## src/rtl/uart_frx_pkg.sv

```systemverilog
// ----------------------------------------------------------------------------
// uart_frx_pkg
// shared types, constants and byte codes of the uart frame receiver
// ----------------------------------------------------------------------------
package uart_frx_pkg;

    // frame limits
    localparam int MAX_PAYLOAD = 64;
    localparam int POS_DEPTH   = 13;
    localparam int COUNT_W     = $clog2(MAX_PAYLOAD + 1);

    // command queue between front and back
    localparam int QUEUE_DEPTH = 4;
    localparam int QPTR_W      = $clog2(QUEUE_DEPTH);

    // configuration port
    localparam int          CFG_IDX_W    = 8;
    localparam logic [CFG_IDX_W-1:0] CFG_IDX_CTRL = CFG_IDX_W'(0);
    localparam logic [CFG_IDX_W-1:0] CFG_IDX_BATT = CFG_IDX_W'(1);
    localparam logic [7:0]  CTRL_ADDR_RST = 8'h01;
    localparam logic [7:0]  BATT_ADDR_RST = 8'h02;

    // line codes
    localparam logic [7:0] BYTE_START = 8'h3A;
    localparam logic [7:0] BYTE_CR    = 8'h0D;
    localparam logic [7:0] BYTE_LF    = 8'h0A;

    // command codes in byte 1
    localparam logic [7:0] CMD_RESPONSE = 8'h01;
    localparam logic [7:0] CMD_UPLOAD   = 8'h02;

    // result kinds
    localparam logic [2:0] KIND_CSUM_FAIL = 3'd0;
    localparam logic [2:0] KIND_RESPONSE  = 3'd1;
    localparam logic [2:0] KIND_UPLOAD    = 3'd2;
    localparam logic [2:0] KIND_BATTERY   = 3'd3;
    localparam logic [2:0] KIND_IGNORED   = 3'd4;
    localparam logic [2:0] KIND_LEN_ERR   = 3'd5;

    typedef enum logic [1:0] {
        OP_START,
        OP_APPEND1,
        OP_APPEND2,
        OP_FINISH
    } t_op;

    typedef struct packed {
        t_op        op;
        logic [7:0] data;
        logic       gate;
    } t_cmd;

    typedef struct packed {
        logic full;
        logic empty;
    } t_q_status;

    typedef struct packed {
        logic [2:0]  kind;
        logic [7:0]  item_code;
        logic        success;
        logic [7:0]  fault_code;
        logic [31:0] hall_count;
        logic [7:0]  speed_mode;
        logic [7:0]  undervolt_mode;
        logic [7:0]  assist_mode;
        logic [7:0]  supply_mode;
        logic [7:0]  repair_state;
        logic [15:0] battery_value;
    } t_result;

endpackage

```

## src/rtl/uart_frx_front.sv

```systemverilog
// ----------------------------------------------------------------------------
// uart_frx_front
// accepts received bytes, tracks frame and cr state, emits frame commands
// ----------------------------------------------------------------------------
module uart_frx_front import uart_frx_pkg::*; (
    input  logic       i_clk,
    input  logic       i_rst_n,
    input  logic       i_in_valid,
    input  logic [7:0] i_rx_byte,
    input  logic       i_gate_on,
    input  t_q_status  i_q_status,
    output logic       o_push,
    output t_cmd       o_cmd
);

    logic r_in_frame;
    logic r_cr_pending;
    logic n_in_frame;
    logic n_cr_pending;
    logic w_accept;

    assign w_accept = i_in_valid && !i_q_status.full;

    always_comb begin
        n_in_frame   = r_in_frame;
        n_cr_pending = r_cr_pending;
        o_push       = 1'b0;
        o_cmd.op     = OP_APPEND1;
        o_cmd.data   = i_rx_byte;
        o_cmd.gate   = i_gate_on;
        if (w_accept) begin
            if (i_rx_byte == BYTE_START) begin
                o_push       = 1'b1;
                o_cmd.op     = OP_START;
                n_in_frame   = 1'b1;
                n_cr_pending = 1'b0;
            end else if (r_in_frame) begin
                if (r_cr_pending) begin
                    o_push = 1'b1;
                    if (i_rx_byte == BYTE_LF) begin
                        o_cmd.op     = OP_FINISH;
                        n_in_frame   = 1'b0;
                        n_cr_pending = 1'b0;
                    end else if (i_rx_byte == BYTE_CR) begin
                        // held cr becomes payload, new cr stays pending
                        o_cmd.op   = OP_APPEND1;
                        o_cmd.data = BYTE_CR;
                    end else begin
                        o_cmd.op     = OP_APPEND2;
                        n_cr_pending = 1'b0;
                    end
                end else if (i_rx_byte == BYTE_CR) begin
                    n_cr_pending = 1'b1;
                end else begin
                    o_push   = 1'b1;
                    o_cmd.op = OP_APPEND1;
                end
            end
        end
    end

    always_ff @(posedge i_clk) begin
        if (!i_rst_n) begin
            r_in_frame   <= 1'b0;
            r_cr_pending <= 1'b0;
        end else begin
            r_in_frame   <= n_in_frame;
            r_cr_pending <= n_cr_pending;
        end
    end

endmodule

```

## src/rtl/uart_frx_queue.sv

```systemverilog
// ----------------------------------------------------------------------------
// uart_frx_queue
// short command fifo between front and back
// ----------------------------------------------------------------------------
module uart_frx_queue import uart_frx_pkg::*; (
    input  logic      i_clk,
    input  logic      i_rst_n,
    input  logic      i_push,
    input  t_cmd      i_cmd,
    input  logic      i_pop,
    output t_cmd      o_cmd,
    output t_q_status o_status
);

    t_cmd               r_mem [QUEUE_DEPTH];
    logic [QPTR_W-1:0]  r_wr_ptr;
    logic [QPTR_W-1:0]  r_rd_ptr;
    logic [QPTR_W:0]    r_count;

    assign o_cmd           = r_mem[r_rd_ptr];
    assign o_status.full   = (r_count == (QPTR_W+1)'(QUEUE_DEPTH));
    assign o_status.empty  = (r_count == '0);

    always_ff @(posedge i_clk) begin
        if (i_push) begin
            r_mem[r_wr_ptr] <= i_cmd;
        end
    end

    always_ff @(posedge i_clk) begin
        if (!i_rst_n) begin
            r_wr_ptr <= '0;
            r_rd_ptr <= '0;
            r_count  <= '0;
        end else begin
            if (i_push) begin
                r_wr_ptr <= r_wr_ptr + 1'b1;
            end
            if (i_pop) begin
                r_rd_ptr <= r_rd_ptr + 1'b1;
            end
            if (i_push && !i_pop) begin
                r_count <= r_count + 1'b1;
            end else if (i_pop && !i_push) begin
                r_count <= r_count - 1'b1;
            end
        end
    end

endmodule

```

## src/rtl/uart_frx_back.sv

```systemverilog
// ----------------------------------------------------------------------------
// uart_frx_back
// frame gathering, checksum, decode and result register
// ----------------------------------------------------------------------------
module uart_frx_back import uart_frx_pkg::*; (
    input  logic       i_clk,
    input  logic       i_rst_n,
    input  t_cmd       i_cmd,
    input  t_q_status  i_q_status,
    input  logic [7:0] i_ctrl_addr,
    input  logic [7:0] i_batt_addr,
    input  logic       i_out_stall,
    output logic       o_pop,
    output logic       o_valid,
    output t_result    o_result
);

    typedef struct packed {
        logic [POS_DEPTH-1:0][7:0] pos;
        logic [COUNT_W-1:0]        count;
        logic [15:0]               sum;
        logic [7:0]                last0;
        logic [7:0]                last1;
        logic                      ovf;
    } t_frame;

    function automatic t_frame f_append(t_frame s, logic [7:0] b);
        t_frame r;
        r = s;
        if (!s.ovf) begin
            if (s.count >= COUNT_W'(MAX_PAYLOAD)) begin
                r.ovf = 1'b1;
            end else begin
                for (int i = 0; i < POS_DEPTH; i++) begin
                    if (s.count == COUNT_W'(i)) begin
                        r.pos[i] = b;
                    end
                end
                if (s.count >= COUNT_W'(2)) begin
                    r.sum = s.sum + {8'h00, s.last0};
                end
                r.last0 = s.last1;
                r.last1 = b;
                r.count = s.count + 1'b1;
            end
        end
        return r;
    endfunction

    function automatic t_result f_decode(t_frame s, logic gate, logic [7:0] ctrl,
                                         logic [7:0] batt);
        t_result r;
        r = '0;
        if (s.ovf || s.count < COUNT_W'(2)) begin
            r.kind = KIND_LEN_ERR;
        end else if (s.sum[7:0] != s.last0 || s.sum[15:8] != s.last1) begin
            r.kind = KIND_CSUM_FAIL;
        end else if (s.pos[0] == ctrl && gate) begin
            if (s.pos[1] == CMD_RESPONSE) begin
                r.kind      = KIND_RESPONSE;
                r.item_code = s.pos[3];
                r.success   = (s.pos[4] != 8'h00);
            end else if (s.pos[1] == CMD_UPLOAD) begin
                r.kind           = KIND_UPLOAD;
                r.fault_code     = s.pos[3];
                r.hall_count     = {s.pos[7], s.pos[6], s.pos[5], s.pos[4]};
                r.speed_mode     = s.pos[8];
                r.undervolt_mode = s.pos[9];
                r.assist_mode    = s.pos[10];
                r.supply_mode    = s.pos[11];
                r.repair_state   = s.pos[12];
            end else begin
                r.kind = KIND_IGNORED;
            end
        end else if (s.pos[0] == batt) begin
            r.kind          = KIND_BATTERY;
            r.item_code     = s.pos[1];
            r.battery_value = {s.pos[4], s.pos[3]};
        end else begin
            r.kind = KIND_IGNORED;
        end
        return r;
    endfunction

    t_frame  r_frame;
    t_frame  n_frame;
    logic    r_out_valid;
    logic    n_out_valid;
    t_result r_result;
    t_result n_result;
    logic    w_out_free;

    assign w_out_free = !r_out_valid || !i_out_stall;
    assign o_pop      = !i_q_status.empty && (i_cmd.op != OP_FINISH || w_out_free);
    assign o_valid    = r_out_valid;
    assign o_result   = r_result;

    always_comb begin
        n_frame     = r_frame;
        n_result    = r_result;
        n_out_valid = r_out_valid && i_out_stall;
        if (o_pop) begin
            case (i_cmd.op)
                OP_START: begin
                    n_frame = '0;
                end
                OP_APPEND1: begin
                    n_frame = f_append(r_frame, i_cmd.data);
                end
                OP_APPEND2: begin
                    n_frame = f_append(f_append(r_frame, BYTE_CR), i_cmd.data);
                end
                OP_FINISH: begin
                    n_result    = f_decode(r_frame, i_cmd.gate, i_ctrl_addr, i_batt_addr);
                    n_out_valid = 1'b1;
                    n_frame     = '0;
                end
                default: begin
                    n_frame = r_frame;
                end
            endcase
        end
    end

    always_ff @(posedge i_clk) begin
        if (!i_rst_n) begin
            r_frame     <= '0;
            r_out_valid <= 1'b0;
        end else begin
            r_frame     <= n_frame;
            r_out_valid <= n_out_valid;
        end
    end

    always_ff @(posedge i_clk) begin
        r_result <= n_result;
    end

endmodule

```

## src/rtl/uart_frame_receiver_checksum_top.sv

```systemverilog
// ----------------------------------------------------------------------------
// uart_frame_receiver_checksum_top
// uart frame receiver with 16-bit additive checksum and command decode
// ----------------------------------------------------------------------------
// Takes one received byte per transaction, at up to one transaction per
// cycle. A 0x3A byte opens (or restarts) a frame, CR LF closes it, and the
// closing LF produces exactly one result transaction; no other byte produces
// one. The input is stalled only when the four-entry command queue between the
// byte classifier and the frame engine is full. That happens only while a
// frame-end command waits at the head of the queue because the previous result
// still sits unread in the output register under stall, and the commands of
// the bytes behind it fill the remaining entries. The front classifies a byte
// in the cycle it is accepted and writes its command into the queue at that
// same edge (a CR that only becomes pending writes nothing). The frame engine
// takes a command at the next edge at the earliest, and a closing LF puts its
// result into the output register at that edge, so a result is offered once
// its LF command has passed through the queue and the output register. The
// address registers (index 0 controller, index 1 battery) are always ready and
// are meant to be written while the block is idle; other indices are ignored.
// ----------------------------------------------------------------------------
module uart_frame_receiver_checksum_top import uart_frx_pkg::*; (
    input  logic                 i_clk,
    input  logic                 i_rst_n,
    // byte input transaction
    input  logic                 i_in_valid,
    output logic                 o_in_stall,
    input  logic [7:0]           i_rx_byte,
    input  logic                 i_gate_on,
    // result output transaction
    output logic                 o_out_valid,
    input  logic                 i_out_stall,
    output logic [2:0]           o_frame_kind,
    output logic [7:0]           o_item_code,
    output logic                 o_success,
    output logic [7:0]           o_fault_code,
    output logic [31:0]          o_hall_count,
    output logic [7:0]           o_speed_mode,
    output logic [7:0]           o_undervolt_mode,
    output logic [7:0]           o_assist_mode,
    output logic [7:0]           o_supply_mode,
    output logic [7:0]           o_repair_state,
    output logic [15:0]          o_battery_value,
    // configuration write transaction
    input  logic                 i_cfg_valid,
    output logic                 o_cfg_ready,
    input  logic [CFG_IDX_W-1:0] i_cfg_index,
    input  logic [7:0]           i_cfg_data
);

    // address registers
    logic [7:0] r_ctrl_addr;
    logic [7:0] r_batt_addr;

    // front to queue
    logic      w_push;
    t_cmd      w_push_cmd;
    // queue to back
    t_cmd      w_q_cmd;
    t_q_status w_q_status;
    logic      w_pop;
    t_result   w_result;

    assign o_cfg_ready = 1'b1;
    assign o_in_stall  = w_q_status.full;

    always_ff @(posedge i_clk) begin
        if (!i_rst_n) begin
            r_ctrl_addr <= CTRL_ADDR_RST;
            r_batt_addr <= BATT_ADDR_RST;
        end else if (i_cfg_valid && o_cfg_ready) begin
            case (i_cfg_index)
                CFG_IDX_CTRL: r_ctrl_addr <= i_cfg_data;
                CFG_IDX_BATT: r_batt_addr <= i_cfg_data;
                default: begin
                    // unknown register, write dropped
                end
            endcase
        end
    end

    // byte classifier: frame and cr tracking
    uart_frx_front u_front (
        .i_clk      (i_clk),
        .i_rst_n    (i_rst_n),
        .i_in_valid (i_in_valid),
        .i_rx_byte  (i_rx_byte),
        .i_gate_on  (i_gate_on),
        .i_q_status (w_q_status),
        .o_push     (w_push),
        .o_cmd      (w_push_cmd)
    );

    // decoupling queue, lets the front run while a result waits
    uart_frx_queue u_queue (
        .i_clk    (i_clk),
        .i_rst_n  (i_rst_n),
        .i_push   (w_push),
        .i_cmd    (w_push_cmd),
        .i_pop    (w_pop),
        .o_cmd    (w_q_cmd),
        .o_status (w_q_status)
    );

    // frame engine: positional capture, running sum, decode
    uart_frx_back u_back (
        .i_clk       (i_clk),
        .i_rst_n     (i_rst_n),
        .i_cmd       (w_q_cmd),
        .i_q_status  (w_q_status),
        .i_ctrl_addr (r_ctrl_addr),
        .i_batt_addr (r_batt_addr),
        .i_out_stall (i_out_stall),
        .o_pop       (w_pop),
        .o_valid     (o_out_valid),
        .o_result    (w_result)
    );

    assign o_frame_kind     = w_result.kind;
    assign o_item_code      = w_result.item_code;
    assign o_success        = w_result.success;
    assign o_fault_code     = w_result.fault_code;
    assign o_hall_count     = w_result.hall_count;
    assign o_speed_mode     = w_result.speed_mode;
    assign o_undervolt_mode = w_result.undervolt_mode;
    assign o_assist_mode    = w_result.assist_mode;
    assign o_supply_mode    = w_result.supply_mode;
    assign o_repair_state   = w_result.repair_state;
    assign o_battery_value  = w_result.battery_value;

    // queue never reads as both full and empty
    a_queue_sane: assert property (@(posedge i_clk) disable iff (!i_rst_n)
        !(w_q_status.full && w_q_status.empty))
        else $error("queue reports full and empty together");

    // back only pops a command that is there
    a_pop_nonempty: assert property (@(posedge i_clk) disable iff (!i_rst_n)
        w_pop |-> !w_q_status.empty)
        else $error("pop from empty queue");

    // a pushed command never lands in a full queue
    a_push_room: assert property (@(posedge i_clk) disable iff (!i_rst_n)
        w_push |-> !w_q_status.full)
        else $error("push into full queue");

    // hall count stays zero for every kind other than upload
    a_hall_kind: assert property (@(posedge i_clk) disable iff (!i_rst_n)
        (o_out_valid && o_frame_kind != KIND_UPLOAD) |-> (o_hall_count == 32'h0))
        else $error("hall count set outside upload");

endmodule

```

## config.mk

```make
export PLATFORM = sky130hd
export DESIGN_NAME = uart_frame_receiver_checksum_top
export DESIGN_NICKNAME = d
export VERILOG_FILES = /design/src/rtl/uart_frx_pkg.sv /design/src/rtl/uart_frx_front.sv /design/src/rtl/uart_frx_queue.sv /design/src/rtl/uart_frx_back.sv /design/src/rtl/uart_frame_receiver_checksum_top.sv
export SDC_FILE = /design/constraint.sdc
export NUM_CORES = 1
export LEC_CHECK = 0
export ABC_CLOCK_PERIOD_IN_PS = 10400
export BUFFER_PORTS_ARGS = -buffer_cell sky130_fd_sc_hd__buf_2
export CAP_MARGIN = 20
export CELL_PAD_IN_SITES_DETAIL_PLACEMENT = 1
export CELL_PAD_IN_SITES_GLOBAL_PLACEMENT = 2
export CORE_MARGIN = 2
export CORE_UTILIZATION = 41
export DETAILED_ROUTE_END_ITERATION = 6
export MAX_ROUTING_LAYER = met4
export PLACE_DENSITY_LB_ADDON = 0.1
export RECOVER_POWER = 50
export SLEW_MARGIN = 20
export SYNTH_ARGS = -nofsm -noshare
export SYNTH_HDL_FRONTEND = slang
export SYNTH_SLANG_ARGS = --single-unit
export TNS_END_PERCENT = 20
```

## constraint.sdc

```tcl
create_clock -name i_clk -period 10.4 [get_ports i_clk]
set_input_delay 1.04 -clock i_clk [delete_from_list [all_inputs] [get_ports i_clk]]
set_output_delay 1.04 -clock i_clk [all_outputs]
set_load 0.05 [all_outputs]
```

==> results.cfg <==
[die]
fp.dieArea_mm2 = 0.0415
fp.dieH_um = 204
std_cell_rows = 73
core_area_mm2 = 0.0395
die_w_um = 204
io_pins = 141
initial_utilization_pct = 41.3

[synthesis]
synth_top_family_by_area = compound AO/OA/AOI/OAI gates
synthDistinctLibCells = 90
syn_area_per_cell_um2 = 9.44
yosysWarnings = 0
synthArstFlopShare_pct = 0
ys_ff_latch = 316
synth_xor_area_share_pct = 3.26
muxShareOfSynthArea_pct = 3.65
synth_edf_count = 152
synthCells = 1733
yosysSeqAreaShare_pct = 48.0
synth_area_mm2 = 0.0164
synth_nets = 1795
synth-compound-area-share_pct = 19.4
yosys_most_used_dff = dfxtp_1
yosys.area_share.simple_pct = 19.1
synthAdderAreaFrac_pct = 2.59

[final_layout]
syn_to_final_growth_pct = 13.1
drive_above_1_share_pct = 9.11
finish.net_count = 1868
diodes = 0

[placed_design]
preCtsSetupSlack_ns = 5.72
gp_congestion = 0.926
post-dp-hpwl_um = 36400
portBuffers = 139

[timing]
finalCriticalPeriod_ns = 5.81
skew_ns = 0.0257
fmax_mhz = 172
rsz0062_at_grt = false
slew_violations = 206
slew_headroom_pct = -127
finalSetupViolations = 0
period_share_pct = 55.8
worst_slack_ns = 4.59
tightest_slew_ns = 3.41
hold_viol_final = 0
tns_ns = 0

[setup_path]
max_stage_delay_ns = 2.45
crit_path_end = u_back.r_frame[78]
critPathRequiredTime_ns = 10.84
rr_endpoint = u_back.o_result[57]
cp_slowest_cell = clkbuf_1
rrSetupSlack_ns = 5.36
cp_max_fo = 63
criticalPathCategory = in2reg
crit-reg2reg-launch = u_back.r_frame[35]
cp.arrival_ns = 6.25
reg2regPathDepth = 8
critPathCaptureType = flip-flop
cp-startpoint = i_rst_n
crit_chain = buf_2, clkbuf_1, inv_1, clkbuf_1, nor2_1, a32o_1
start_kind = input port
path_common_cell = clkbuf_1

[clock_network]
cts_setup_buffers = 0
hold_buffers = 0
clk_path_buf_depth = 3
cts-htree-levels = 2
numCtsBuffers = 36
clock-sinks = 316
clkLatencyLatePin_ns = 0.56
path_clk_slew_ns = 0.06
cts-resized-gates = 0
clockRootBuffer = clkbuf_16
cts_tree = built

[global_routing]
grt_remaining_overflow = 0
grt_max_degree = 80
grt_pass1_vias = 13700
grt_pass1_wl_um = 82000
antenna_found_initial = 0
grt.total_usage_pct = 26.5

[power_and_ir_drop]
p_sw_mw = 1.79
p_int_mw = 2.76
clock_power_share_pct = 30.1
combPwrFrac_pct = 34.2
peakVddDrop_mv = 0.152
pwr-share-seq_pct = 35.7
power_leakage_nw = 6.66
power_density_mw_per_mm2 = 246
switching_share_pct = 39.4

[worst_hold_path]
hold_path.class = reg2reg

[drt]
drc = 0
dr.pass1.iters = 5
dr_total_vias = 13800
antenna_left = 0
viasPerCell = 5.85
routedWlPerCell_um = 22.8
routed_wirelength_um = 53700
drt-initial-drc-count = 911

[run]
cap_violations = 4

[status]
outcome = finished with violations
violations = capacitance limit, slew limit
## final cells by class
type | instances | area (um2)
well taps | 525 | 657
inverters | 22 | 82.6
clock inverters | 23 | 287
clock buffers | 43 | 990
multi-input cells | 1263 | 7880
flip-flops and latches | 316 | 7850
fillers | 4550 | 21100
repair buffers | 167 | 758
## power by group through the flow
stage | Combinational [mW] | Clock (mW) | Sequential, mW
after floorplan | 1.08 | 0 | 1.56
after global placement | 1.48 | 0 | 1.64
after CTS | 1.53 | 1.39 | 1.62
final | 1.56 | 1.37 | 1.63
after detailed placement | 1.51 | 0 | 1.65
after global routing | 1.69 | 1.43 | 1.65
## state kept, by name, summed over array words and instances (netlist names), named ones only
register and cells:
u_back.r_frame 136, u_back.o_result 108, u_queue.r_mem 44, r_batt_addr 8
r_ctrl_addr 8, u_queue.r_count 3, u_queue.r_rd_ptr 2, u_queue.r_wr_ptr 2
u_back.o_valid 1, u_front.r_cr_pending 1, u_front.r_in_frame 1
## metal layers
metal  wire length, um  vias to the layer above  global-route usage, %  part of all wire [%]
li1                  -                     6530                      -                     -
met1             24300                     6847                   34.2                    45
met2             25200                      324                   42.6                    47
met3              2240                       94                   3.39                   4.2
met4              1910                        0                   10.3                   3.6
met5                 0                        -                      -                     0
## worst max-delay path, delay by kind of cell
kind	cells	cell delay, ns
AOI/OAI and AO/OA	1	0.42
buffers and inverters	4	4.19
and+or+nand+nor	1	0.54
## through the flow
stage          std cells  area (um2)  hold slack (ns)  util (%)  power, mW
2_1_floorplan       1733       16400            0.432         -       2.64
3_3_place_gp        2289       17300            0.445      43.8       3.12
3_5_place_dp        2289       17300            0.457      43.8       3.17
4_1_cts             2355       18600            0.464      47.1       4.55
5_1_grt             2359       18500            0.493      46.8       4.78
6_report            2359       18500            0.461      46.8       4.55
## cell usage in the layout (no fill, tap or decap), types with 10 or more instances in the layout
cell,instances
a211oi_1,12
a21oi_1,90
a22oi_1,14
a31oi_1,56
and2_0,25
and2_1,78
and3_1,19
buf_2,20
buf_4,23
clkbuf_1,125
clkbuf_16,38
dfxtp_1,164
edfxtp_1,152
ha_1,29
inv_1,22
mux2_2,11
mux2i_1,36
nand2_1,169
nand2b_1,10
nand3_1,49
nand4_1,13
nor2_1,135
nor3_1,33
nor4_1,19
o21ai_0,148
o21ai_1,26
o22ai_1,19
o311ai_0,19
o31ai_1,11
xnor2_1,29
xor2_1,30
## synth_stat cells (11+ instances only)
library cell / instances / area [um2]
mux2_2: 11 / 124
nand3_1: 49 / 245
nand2b_1: 12 / 75.1
a211oi_1: 12 / 90.1
a22oi_1: 14 / 105
o311ai_0: 19 / 166
and2_1: 103 / 644
xor2_1: 30 / 263
nor4_1: 19 / 119
mux2i_1: 36 / 360
clkbuf_1: 76 / 285
o22ai_1: 19 / 119
a31oi_1: 56 / 350
inv_1: 21 / 78.8
nor2_1: 136 / 510
edfxtp_1: 152 / 4560
o21ai_0: 152 / 761
buf_2: 39 / 195
xnor2_1: 29 / 254
o21ai_1: 22 / 110
o31ai_1: 11 / 82.6
nand4_1: 13 / 81.3
and3_1: 19 / 119
dfxtp_1: 164 / 3280
nand2_1: 169 / 634
nor3_1: 33 / 165
a21oi_1: 94 / 470
ha_1: 29 / 363
## how the worst min path moves through the flow
stage | slack [ns] | cells after the start | to | from
after floorplan | 0.43 | 2 | u_back.r_frame[102] | u_back.r_frame[102]
after global placement | 0.45 | 2 | u_back.r_frame[102] | u_back.r_frame[102]
after detailed placement | 0.46 | 2 | u_front.r_in_frame | u_front.r_in_frame
after CTS | 0.46 | 2 | u_front.r_in_frame | u_front.r_in_frame
after global routing | 0.49 | 2 | u_front.r_in_frame | u_front.r_in_frame
final | 0.46 | 2 | u_front.r_in_frame | u_front.r_in_frame
## logic make-up after synthesis
logic type                 count (synthesis)
buffers and inverters                    154
other                                      1
and+or+nand+nor                          616
muxes                                     52
AOI/OAI and AO/OA                        502
xor gates and xnor gates                  60
DFF                                      316
adders and majority gates                 32
No activity file was read; power rests on OpenSTA's default activity.
